===== config.mk =====
export PLATFORM = sky130hd
export DESIGN_NAME = text_terminal_byte_interpreter_core
export DESIGN_NICKNAME = d
export VERILOG_FILES = /design/src/sv/ttbi_pkg.sv /design/src/sv/text_terminal_byte_interpreter_core.sv /design/src/sv/ttbi_step.sv
export SDC_FILE = /design/constraint.sdc
export NUM_CORES = 1
export LEC_CHECK = 0
export ABC_AREA = 1
export CORE_MARGIN = 4
export CORE_UTILIZATION = 50
export DETAILED_ROUTE_END_ITERATION = 7
export DONT_BUFFER_PORTS = 1
export GPL_TIMING_DRIVEN = 0
export PLACE_DENSITY = 0.67
export SYNTH_ARGS = -nofsm -noshare
export SYNTH_HDL_FRONTEND = slang
export SYNTH_HIERARCHICAL = 1
export SYNTH_SLANG_ARGS = --single-unit

===== constraint.sdc =====
create_clock -name aclk -period 6.6 [get_ports aclk]
set_clock_uncertainty 0.2 [all_clocks]
set_input_delay 0.99 -clock aclk [delete_from_list [all_inputs] [get_ports aclk]]
set_output_delay 0.99 -clock aclk [all_outputs]
set_load 0.1 [all_outputs]

===== src/sv/ttbi_pkg.sv =====
// Types, constants and helpers of the text terminal byte interpreter.
`default_nettype none

package ttbi_pkg;

    localparam int GLYPH_WIDTH     = 8;
    localparam int GLYPH_HEIGHT    = 16;
    localparam int BASELINE_OFFSET = 12;
    localparam int TAB_SPACES      = 4;
    localparam int PAYLOAD_LIMIT   = 16;

    localparam int COL_W      = 9;
    localparam int ROW_W      = 7;
    localparam int ROWS_CFG_W = 8;
    localparam int PIX_W      = 11;
    localparam int COLOR_W    = 32;
    localparam int CHAR_W     = 8;
    localparam int TAB_CNT_W  = 3;
    localparam int PAY_CNT_W  = 4;
    localparam int CFG_IDX_W  = 2;

    localparam int MAX_COLUMNS = 256;
    localparam int MAX_ROWS    = 128;

    localparam logic [COL_W-1:0]      RESET_COLUMNS    = 9'd80;
    localparam logic [ROWS_CFG_W-1:0] RESET_ROWS       = 8'd48;
    localparam logic [COLOR_W-1:0]    RESET_FOREGROUND = 32'h00FF_FFFF;
    localparam logic [COLOR_W-1:0]    RESET_BACKGROUND = 32'h0000_0000;

    // Bytes with meaning to the parser
    localparam logic [CHAR_W-1:0] CHAR_NUL   = 8'h00;
    localparam logic [CHAR_W-1:0] CHAR_BS    = 8'h08;
    localparam logic [CHAR_W-1:0] CHAR_TAB   = 8'h09;
    localparam logic [CHAR_W-1:0] CHAR_LF    = 8'h0A;
    localparam logic [CHAR_W-1:0] CHAR_FF    = 8'h0C;
    localparam logic [CHAR_W-1:0] CHAR_CR    = 8'h0D;
    localparam logic [CHAR_W-1:0] CHAR_ESC   = 8'h1B;
    localparam logic [CHAR_W-1:0] CHAR_SPACE = 8'h20;
    localparam logic [CHAR_W-1:0] CHAR_SEMI  = 8'h3B;

    localparam logic [CHAR_W-1:0] ESC_CLEAR  = 8'h63;  // 'c'
    localparam logic [CHAR_W-1:0] ESC_FORE   = 8'h66;  // 'f'
    localparam logic [CHAR_W-1:0] ESC_BACK   = 8'h62;  // 'b'
    localparam logic [CHAR_W-1:0] ESC_RESET  = 8'h72;  // 'r'

    typedef enum logic [1:0] {
        CMD_DRAW   = 2'd0,
        CMD_FILL   = 2'd1,
        CMD_SCROLL = 2'd2,
        CMD_ERASE  = 2'd3
    } cmd_t;

    typedef enum logic [1:0] {
        PH_NORMAL  = 2'd0,
        PH_COMMAND = 2'd1,
        PH_PAYLOAD = 2'd2
    } phase_t;

    typedef enum logic [CFG_IDX_W-1:0] {
        REG_TEXT_COLUMNS       = 2'd0,
        REG_TEXT_ROWS          = 2'd1,
        REG_DEFAULT_FOREGROUND = 2'd2,
        REG_DEFAULT_BACKGROUND = 2'd3
    } cfg_reg_t;

    typedef struct packed {
        logic [COL_W-1:0]     col;
        logic [ROW_W-1:0]     row;
        logic [COLOR_W-1:0]   fg;
        logic [COLOR_W-1:0]   bg;
        phase_t               phase;
        logic [CHAR_W-1:0]    esc_cmd;
        logic [PAY_CNT_W-1:0] pay_cnt;
        logic [COLOR_W-1:0]   pay_val;
    } term_state_t;

    typedef struct packed {
        cmd_t                command;
        logic [PIX_W-1:0]    pixel_x;
        logic [PIX_W-1:0]    pixel_y;
        logic [CHAR_W-1:0]   glyph;
        logic [COLOR_W-1:0]  fore_color;
        logic [COLOR_W-1:0]  back_color;
        logic                last_of_run;
    } result_t;

    typedef struct packed {
        logic [COL_W-1:0]      columns;
        logic [ROWS_CFG_W-1:0] rows;
        logic [COLOR_W-1:0]    dflt_fg;
        logic [COLOR_W-1:0]    dflt_bg;
    } term_cfg_t;

    function automatic logic [PIX_W-1:0] cell_x(input logic [COL_W-1:0] col);
        return PIX_W'(32'(col) * 32'(GLYPH_WIDTH));
    endfunction

    function automatic logic [PIX_W-1:0] cell_top(input logic [ROW_W-1:0] row);
        return PIX_W'(32'(row) * 32'(GLYPH_HEIGHT));
    endfunction

    function automatic logic [PIX_W-1:0] cell_base(input logic [ROW_W-1:0] row);
        return PIX_W'(32'(row) * 32'(GLYPH_HEIGHT) + 32'(BASELINE_OFFSET));
    endfunction

endpackage

`default_nettype wire


===== src/sv/text_terminal_byte_interpreter_core.sv =====
// Text terminal byte interpreter: one byte in, a run of display commands out.
// Each accepted byte is held in an item register and worked off by a step unit
// that issues at most one command per cycle into the result register. A byte
// making no command (NUL, CR, escape and payload bytes, color changes) does not
// wait on the result register; a printable byte draws once, after a scroll
// when a deferred wrap at the bottom row comes first, and a tab four times. With
// m_ready held high a new byte is accepted in the cycle its predecessor's last
// command is issued, so plain text streams at one byte per cycle. Configuration
// takes effect on the next step; no clearing pass.
`default_nettype none

module text_terminal_byte_interpreter_core (
    input  wire logic                                aclk,
    input  wire logic                                aresetn,
    input  wire logic                                s_valid,
    output logic                                     s_ready,
    input  wire logic [ttbi_pkg::CHAR_W-1:0]         s_byte_in,
    output logic                                     m_valid,
    input  wire logic                                m_ready,
    output logic [1:0]                               m_command,
    output logic [ttbi_pkg::PIX_W-1:0]               m_pixel_x,
    output logic [ttbi_pkg::PIX_W-1:0]               m_pixel_y,
    output logic [ttbi_pkg::CHAR_W-1:0]              m_glyph,
    output logic [ttbi_pkg::COLOR_W-1:0]             m_fore_color,
    output logic [ttbi_pkg::COLOR_W-1:0]             m_back_color,
    output logic                                     m_last_of_run,
    input  wire logic                                cfg_wr_en,
    input  wire logic [ttbi_pkg::CFG_IDX_W-1:0]      cfg_index,
    input  wire logic [ttbi_pkg::COLOR_W-1:0]        cfg_wdata
);

    ttbi_pkg::term_cfg_t   cfg_reg;
    ttbi_pkg::term_state_t state_reg;
    ttbi_pkg::term_state_t state_next;
    ttbi_pkg::result_t     result_reg;
    ttbi_pkg::result_t     result_next;

    logic                               item_valid_reg;
    logic [ttbi_pkg::CHAR_W-1:0]        item_byte_reg;
    logic [ttbi_pkg::TAB_CNT_W-1:0]     tab_left_reg;
    logic [ttbi_pkg::TAB_CNT_W-1:0]     tab_left_next;
    logic                               m_valid_reg;

    logic step_emit;
    logic step_done;
    logic out_free;
    logic fire;
    logic item_last;
    logic s_take;

    ttbi_step u_step (
        .cur           (state_reg),
        .cfg           (cfg_reg),
        .byte_in       (item_byte_reg),
        .tab_left      (tab_left_reg),
        .nxt           (state_next),
        .res           (result_next),
        .emit          (step_emit),
        .done          (step_done),
        .tab_left_next (tab_left_next)
    );

    assign out_free  = !m_valid_reg || m_ready;
    // a step with no command does not wait on the result register
    assign fire      = item_valid_reg && (!step_emit || out_free);
    assign item_last = fire && step_done;
    assign s_ready   = !item_valid_reg || item_last;
    assign s_take    = s_valid && s_ready;

    always_ff @(posedge aclk) begin
        if (!aresetn) begin
            cfg_reg.columns <= ttbi_pkg::RESET_COLUMNS;
            cfg_reg.rows    <= ttbi_pkg::RESET_ROWS;
            cfg_reg.dflt_fg <= ttbi_pkg::RESET_FOREGROUND;
            cfg_reg.dflt_bg <= ttbi_pkg::RESET_BACKGROUND;
            state_reg.col     <= '0;
            state_reg.row     <= '0;
            state_reg.fg      <= ttbi_pkg::RESET_FOREGROUND;
            state_reg.bg      <= ttbi_pkg::RESET_BACKGROUND;
            state_reg.phase   <= ttbi_pkg::PH_NORMAL;
            state_reg.esc_cmd <= '0;
            state_reg.pay_cnt <= '0;
            state_reg.pay_val <= '0;
            item_valid_reg <= 1'b0;
            tab_left_reg   <= '0;
            m_valid_reg    <= 1'b0;
        end else begin
            if (cfg_wr_en) begin
                unique case (cfg_index)
                    ttbi_pkg::REG_TEXT_COLUMNS:
                        cfg_reg.columns <= cfg_wdata[ttbi_pkg::COL_W-1:0];
                    ttbi_pkg::REG_TEXT_ROWS:
                        cfg_reg.rows <= cfg_wdata[ttbi_pkg::ROWS_CFG_W-1:0];
                    ttbi_pkg::REG_DEFAULT_FOREGROUND:
                        cfg_reg.dflt_fg <= cfg_wdata;
                    ttbi_pkg::REG_DEFAULT_BACKGROUND:
                        cfg_reg.dflt_bg <= cfg_wdata;
                    default: begin
                    end
                endcase
            end
            if (fire) begin
                state_reg <= state_next;
            end
            if (s_take) begin
                item_valid_reg <= 1'b1;
                tab_left_reg   <= ttbi_pkg::TAB_CNT_W'(ttbi_pkg::TAB_SPACES);
            end else begin
                if (item_last) begin
                    item_valid_reg <= 1'b0;
                end
                if (fire) begin
                    tab_left_reg <= tab_left_next;
                end
            end
            if (out_free) begin
                m_valid_reg <= fire && step_emit;
            end
        end
    end

    always_ff @(posedge aclk) begin
        if (s_take) begin
            item_byte_reg <= s_byte_in;
        end
        if (out_free && fire && step_emit) begin
            result_reg <= result_next;
        end
    end

    assign m_valid       = m_valid_reg;
    assign m_command     = result_reg.command;
    assign m_pixel_x     = result_reg.pixel_x;
    assign m_pixel_y     = result_reg.pixel_y;
    assign m_glyph       = result_reg.glyph;
    assign m_fore_color  = result_reg.fore_color;
    assign m_back_color  = result_reg.back_color;
    assign m_last_of_run = result_reg.last_of_run;

endmodule

`default_nettype wire


===== src/sv/ttbi_step.sv =====
// One step of the interpreter: next terminal state and at most one command.
`default_nettype none

module ttbi_step (
    input  var ttbi_pkg::term_state_t                 cur,
    input  var ttbi_pkg::term_cfg_t                   cfg,
    input  wire logic [ttbi_pkg::CHAR_W-1:0]          byte_in,
    input  wire logic [ttbi_pkg::TAB_CNT_W-1:0]       tab_left,
    output ttbi_pkg::term_state_t                     nxt,
    output ttbi_pkg::result_t                         res,
    output logic                                      emit,
    output logic                                      done,
    output logic [ttbi_pkg::TAB_CNT_W-1:0]            tab_left_next
);

    logic [ttbi_pkg::COL_W-1:0]      cols_eff;
    logic [ttbi_pkg::ROWS_CFG_W-1:0] rows_eff;
    logic [ttbi_pkg::ROWS_CFG_W-1:0] row_inc;
    logic [ttbi_pkg::ROWS_CFG_W-1:0] lf_row;
    logic                            lf_scroll;
    logic                            wrap;
    logic [ttbi_pkg::COL_W-1:0]      draw_col;
    logic [ttbi_pkg::ROW_W-1:0]      draw_row;
    logic [ttbi_pkg::CHAR_W-1:0]     glyph_code;
    logic                            is_hex;
    logic [3:0]                      hex_digit;

    always_comb begin
        if (cfg.columns == '0) begin
            cols_eff = ttbi_pkg::COL_W'(1);
        end else if (cfg.columns > ttbi_pkg::COL_W'(ttbi_pkg::MAX_COLUMNS)) begin
            cols_eff = ttbi_pkg::COL_W'(ttbi_pkg::MAX_COLUMNS);
        end else begin
            cols_eff = cfg.columns;
        end
        if (cfg.rows == '0) begin
            rows_eff = ttbi_pkg::ROWS_CFG_W'(1);
        end else if (cfg.rows > ttbi_pkg::ROWS_CFG_W'(ttbi_pkg::MAX_ROWS)) begin
            rows_eff = ttbi_pkg::ROWS_CFG_W'(ttbi_pkg::MAX_ROWS);
        end else begin
            rows_eff = cfg.rows;
        end
    end

    // Line feed target; a cursor below a shrunken screen lands on the last row
    assign row_inc   = {1'b0, cur.row} + ttbi_pkg::ROWS_CFG_W'(1);
    assign lf_scroll = row_inc >= rows_eff;
    assign lf_row    = lf_scroll ? (rows_eff - ttbi_pkg::ROWS_CFG_W'(1)) : row_inc;
    assign wrap      = cur.col >= cols_eff;
    assign draw_col  = wrap ? '0 : cur.col;
    assign draw_row  = wrap ? lf_row[ttbi_pkg::ROW_W-1:0] : cur.row;
    assign glyph_code = (byte_in == ttbi_pkg::CHAR_TAB) ? ttbi_pkg::CHAR_SPACE : byte_in;

    always_comb begin
        is_hex    = 1'b1;
        hex_digit = '0;
        if (byte_in >= 8'h30 && byte_in <= 8'h39) begin
            hex_digit = 4'(byte_in - 8'h30);
        end else if (byte_in >= 8'h61 && byte_in <= 8'h66) begin
            hex_digit = 4'(byte_in - 8'h57);
        end else if (byte_in >= 8'h41 && byte_in <= 8'h46) begin
            hex_digit = 4'(byte_in - 8'h37);
        end else begin
            is_hex = 1'b0;
        end
    end

    always_comb begin
        nxt           = cur;
        emit          = 1'b0;
        done          = 1'b1;
        tab_left_next = tab_left;
        res           = '0;
        res.command   = ttbi_pkg::CMD_DRAW;

        unique case (cur.phase)
            ttbi_pkg::PH_COMMAND: begin
                nxt.esc_cmd = byte_in;
                nxt.pay_cnt = '0;
                nxt.pay_val = '0;
                nxt.phase   = ttbi_pkg::PH_PAYLOAD;
            end
            ttbi_pkg::PH_PAYLOAD: begin
                if (byte_in == ttbi_pkg::CHAR_SEMI) begin
                    nxt.phase = ttbi_pkg::PH_NORMAL;
                    unique case (cur.esc_cmd)
                        ttbi_pkg::ESC_CLEAR: begin
                            emit        = 1'b1;
                            res.command = ttbi_pkg::CMD_FILL;
                            nxt.col     = '0;
                            nxt.row     = '0;
                        end
                        ttbi_pkg::ESC_FORE: begin
                            nxt.fg = cur.pay_val;
                        end
                        ttbi_pkg::ESC_BACK: begin
                            nxt.bg      = cur.pay_val;
                            emit        = 1'b1;
                            res.command = ttbi_pkg::CMD_FILL;
                            nxt.col     = '0;
                            nxt.row     = '0;
                        end
                        ttbi_pkg::ESC_RESET: begin
                            nxt.fg = cfg.dflt_fg;
                            nxt.bg = cfg.dflt_bg;
                        end
                        default: begin
                        end
                    endcase
                end else if (cur.pay_cnt < ttbi_pkg::PAY_CNT_W'(ttbi_pkg::PAYLOAD_LIMIT - 1)) begin
                    nxt.pay_cnt = cur.pay_cnt + ttbi_pkg::PAY_CNT_W'(1);
                    if (is_hex) begin
                        nxt.pay_val = {cur.pay_val[ttbi_pkg::COLOR_W-5:0], hex_digit};
                    end
                end
            end
            default: begin
                if (byte_in == ttbi_pkg::CHAR_ESC) begin
                    nxt.phase = ttbi_pkg::PH_COMMAND;
                end else begin
                    nxt.phase = ttbi_pkg::PH_NORMAL;
                    unique case (byte_in)
                        ttbi_pkg::CHAR_NUL: begin
                        end
                        ttbi_pkg::CHAR_LF: begin
                            nxt.col = '0;
                            nxt.row = lf_row[ttbi_pkg::ROW_W-1:0];
                            if (lf_scroll) begin
                                emit        = 1'b1;
                                res.command = ttbi_pkg::CMD_SCROLL;
                            end
                        end
                        ttbi_pkg::CHAR_CR: begin
                            nxt.col = '0;
                        end
                        ttbi_pkg::CHAR_BS: begin
                            if (cur.col == '0) begin
                                if (cur.row != '0) begin
                                    nxt.row = cur.row - ttbi_pkg::ROW_W'(1);
                                    nxt.col = cols_eff - ttbi_pkg::COL_W'(1);
                                    emit    = 1'b1;
                                end
                            end else begin
                                nxt.col = cur.col - ttbi_pkg::COL_W'(1);
                                emit    = 1'b1;
                            end
                            res.command = ttbi_pkg::CMD_ERASE;
                            res.pixel_x = ttbi_pkg::cell_x(nxt.col);
                            res.pixel_y = ttbi_pkg::cell_top(nxt.row);
                        end
                        ttbi_pkg::CHAR_FF: begin
                            emit        = 1'b1;
                            res.command = ttbi_pkg::CMD_FILL;
                            nxt.col     = '0;
                            nxt.row     = '0;
                        end
                        default: begin
                            emit = 1'b1;
                            if (wrap && lf_scroll) begin
                                // deferred wrap at the bottom: scroll now, draw next step
                                res.command = ttbi_pkg::CMD_SCROLL;
                                nxt.col     = '0;
                                nxt.row     = lf_row[ttbi_pkg::ROW_W-1:0];
                                done        = 1'b0;
                            end else begin
                                res.command = ttbi_pkg::CMD_DRAW;
                                res.pixel_x = ttbi_pkg::cell_x(draw_col);
                                res.pixel_y = ttbi_pkg::cell_base(draw_row);
                                res.glyph   = glyph_code;
                                nxt.col     = draw_col + ttbi_pkg::COL_W'(1);
                                nxt.row     = draw_row;
                                if (byte_in == ttbi_pkg::CHAR_TAB) begin
                                    tab_left_next = tab_left - ttbi_pkg::TAB_CNT_W'(1);
                                    done = (tab_left == ttbi_pkg::TAB_CNT_W'(1));
                                end
                            end
                        end
                    endcase
                end
            end
        endcase

        res.fore_color  = nxt.fg;
        res.back_color  = nxt.bg;
        res.last_of_run = done;
    end

endmodule

`default_nettype wire


==> metrics.md <==
| Metric | Value |
|---|---|
| Initial Util | 50.8% |
| Slowest cell on crit path | o21ai_0 |
| Setup TNS | 0 ps |
| Setup crit start kind | flip-flop |
| Clock share of power | 37.7% |
| Final WL | 54700 um |
| Cell-by-cell trace of the critical path | clkbuf_1 -> nand2_1 -> inv_1 -> nand4_1 -> xor2_1 -> inv_1 -> ha_1 -> nand2_1 -> nor2_1 -> nand4_1 -> nand3_1 -> clkbuf_1 -> nand2_1 -> nand2_1 -> a31oi_1 -> o21ai_0 -> nand3_2 -> nand2_1 -> nand2_2 |
| CTS H-tree lvls | 2 |
| Via Count | 15900 |
| Fin crit share | 92.8% |
| Leak | 7.99 nW |
| Fin crit period | 6120 ps |
| Max incr delay on CP | 570 ps |
| Core Region | 0.0335 sq mm |
| Combinational power share | 15.2% |
| VDD IR max | 189 uV |
| Maxcap violations | 0 |
| # nets final | 2441 |
| Root buf cell | clkbuf_16 |
| Slew headroom | 30.4% |
| Avg Cell Area, Syn | 7.34 sq um |
| Clk slew on worst S/H paths | 60 ps |
| YS warnings | 6 |
| Num CTS Buffers | 35 |
| Max Clock Freq | 163 MHz |
| Post-DRT Antenna Nets | 0 |
| Final Hold Viols | 0 |
| Num rows | 67 |
| Global route overflow | 0 |
| Clock Latency Late Sink | 530 ps |
| Synth Instances | 2318 |
| Reg power frac | 47.2% |
| RSZ-0062 raised after global routing | no |
| Via density | 5.62 |
| I/O pin count | 146 |
| FFs w/ async S/R, synth | 0% |
| Layout cells sized above 1 | 9.14% |
| Final RePlAce weighted congestion | 0.949 |
| Metal3 WL | 5220 um |
| Flops & latches, synth | 317 |
| CTS sink count | 317 |
| Most common cell on crit path | nand2_1 |
| Slew @ Worst Pin | 1040 ps |
| Layout Cells excl Fill | 2835 |
| HP Class | flip-flop to flip-flop |
| Sequential area share after synthesis | 43.4% |
| CTS tree | built |
| Cell internal pwr | 3.63 mW |
| Drt wl/cell | 19.3 um |
| DRC violations left | 0 |
| Worst-path fanout max | 10 |
| HPWL Detailed | 40400 um |
| Top layer in use | met5 |
| Buf+Inv Stages, Crit Path | 4 |
| Die area | 0.0371 sq mm |
| Initial antenna violation count | 1 |
| Synth unique cells | 47 |
| Total GRT Usage | 29.0% |
| Max clock buf depth | 3 |
| Met2 WL | 23100 um |
| Post-synth top flop | dfxtp_1 |
| Die height | 193 um |
| DR pass1 iterations | 6 |
| Crit Path Class | flip-flop to primary output |
| Status | completed |
| Pwr Density | 285 mW/mm^2 |
| Setup Viol. Count Final | 0 |
| Sw Share | 32.2% |
| Yosys top cell by area | dfxtp_1 |
| CP endpoint kind | primary output |
| Die Width | 193 um |
| Vias in the first global route | 14600 |
| Pin count of the biggest net entering global routing | 67 |
| Arr. time, crit path | 4930 ps |
| Post-CTS Hold Fix Bufs | 0 |
| Placed Cells | 2771 |
| Net Switching | 1.73 mW |
| Ranking of synthesized cells by area | dfxtp_1 (25%), edfxtp_1 (19%), nand2_1 (9.1%) |
| Area Overhead vs Synth | 10.5% |
| Yosys top cell area share | 24.9% |
| Cells on worst reg2reg path | 21 |
| Total power after layout | 5.36 mW |
| EDFF count, synth | 105 |
| Wire length on met1 | 25200 um |
| Max Transition Viols Final | 0 |
| DRC violation total after the first TritonRoute iteration | 1874 |
| Stages on worst setup path | 19 |
| Port-buffer cells | 0 |
| Data required, critical path | 5410 ps |
| WHS Path Cells | 2 |
| Max reg flops | 126 |
| CP delay by family, top | simple AND/OR/NAND/NOR gates |
| Post-Syn Area | 0.0170 sq mm |
| First-pass GRT wire length | 84000 um |
-- Yosys cell counts (all sizes together) (2+ instances only) --
cell type and number:
nand2 420, nor2 317, o21ai 288, inv 253
nand3 219, dfxtp 212, buf 135, edfxtp 105
a21oi 96, o22ai 72, clkbuf 71, ha 34
a22oi 19, nand4 17, xor2 15, nor3 14
o211ai 5, nor4 4, nand3b 3, a31oi 2
o221ai 2, o31ai 2, or2 2, xnor2 2
-- final timing paths --
| check | from | endpoint | slack (ps) |
|---|---|---|---|
| worst max-delay path | state_reg[112] | s_ready | 480 |
| worst min-delay path | cfg_reg[45] | cfg_reg[45] | 260 |
| worst max register to register | state_reg[112] | item_byte_reg[4] | 1100 |
| worst min register to register | cfg_reg[45] | cfg_reg[45] | 260 |
-- worst register-to-register path: stages, from the launching register on --
cell and delay (ps):
dfxtp_1 320, clkbuf_1 440, nand2_1 190, inv_1 100
nand4_1 90, xor2_1 250, inv_1 110, ha_1 290
nand2_1 60, nor2_1 150, nand4_1 100, nand3_1 340
clkbuf_1 430, nand2_1 160, nand2_1 90, a31oi_1 40
o21ai_0 570, nand3_2 190, nand2_1 140, nand2_2 350
nand2_1 320, inv_1 260
-- power groups by stage --
stage	Sequential, mW	Combinational [mW]	Clock, mW
2_1_floorplan	2.54	0.572	0
5_1_grt	2.54	0.906	2.13
3_5_place_dp	2.57	0.794	0
6_report	2.53	0.814	2.02
3_3_place_gp	2.57	0.776	0
4_1_cts	2.53	0.798	2.05
-- logic make-up after synthesis --
family / Yosys count / share of synthesized area (%)
simple gates: 996 / 24.8
xor+xnor: 17 / 0.875
buf+inv: 460 / 12.8
flops: 317 / 43.4
other cells: 1 / 0.0220
compound gates: 492 / 15.6
mux: 1 / 0.0588
fa+ha+maj: 34 / 2.50
-- final cells by class --
class	instances	area [sq um]
well taps	448	561
diodes	1	2.50
plain buffers	206	1220
fillers	3211	14700
inverters	254	958
multi-input cells	1545	7470
clock inverters	12	175
flip-flops and latches	317	7400
clock buffers	51	996
repair buffers	1	27.5
-- through the flow --
step                      setup slack, ps  instance area [sq um]  hold WS [ps]  util (%)
after detailed placement              790                  17600           245      52.6
after CTS                             267                  18800           259      56.1
final                                 476                  18800           257      56.1
after global placement               -658                  17600           239      52.5
after global routing                  202                  18800           276      56.1
after floorplan                      1290                  17000           229         -
-- what timing repair did --
item                                    CTS  global route
endpoints found under the hold margin     0             0
gates resized for setup                   0             1
endpoints found under the setup margin    0             1
setup buffers                             0             0
-- layer usage --
metal  up-vias  global-route usage (%)
li1       7678                       -
met1      7478                    43.4
met2       680                    43.0
met3        81                    6.06
met4         2                    6.66
met5         -                       0
-- cells in the final DEF, fill, tap and decap left out, drive strengths merged, types with 2 or more instances in the layout --
master  netlist  layout
a21oi        96      96
a22oi        19      19
a31oi         2       2
buf         135     136
bufinv        0       4
clkbuf       71     122
clkinv        1       7
conb          1       5
dfxtp       212     212
edfxtp      105     105
ha           34      34
inv         253     255
nand2       420     420
nand3       219     219
nand3b        3       3
nand4        17      17
nor2        317     317
nor3         14      14
nor4          4       4
o211ai        5       5
o21ai       288     288
o221ai        2       2
o22ai        72      72
o31ai         2       2
or2           2       2
xnor2         2       2
xor2         15      15
No activity file was read; power rests on OpenSTA's default activity.
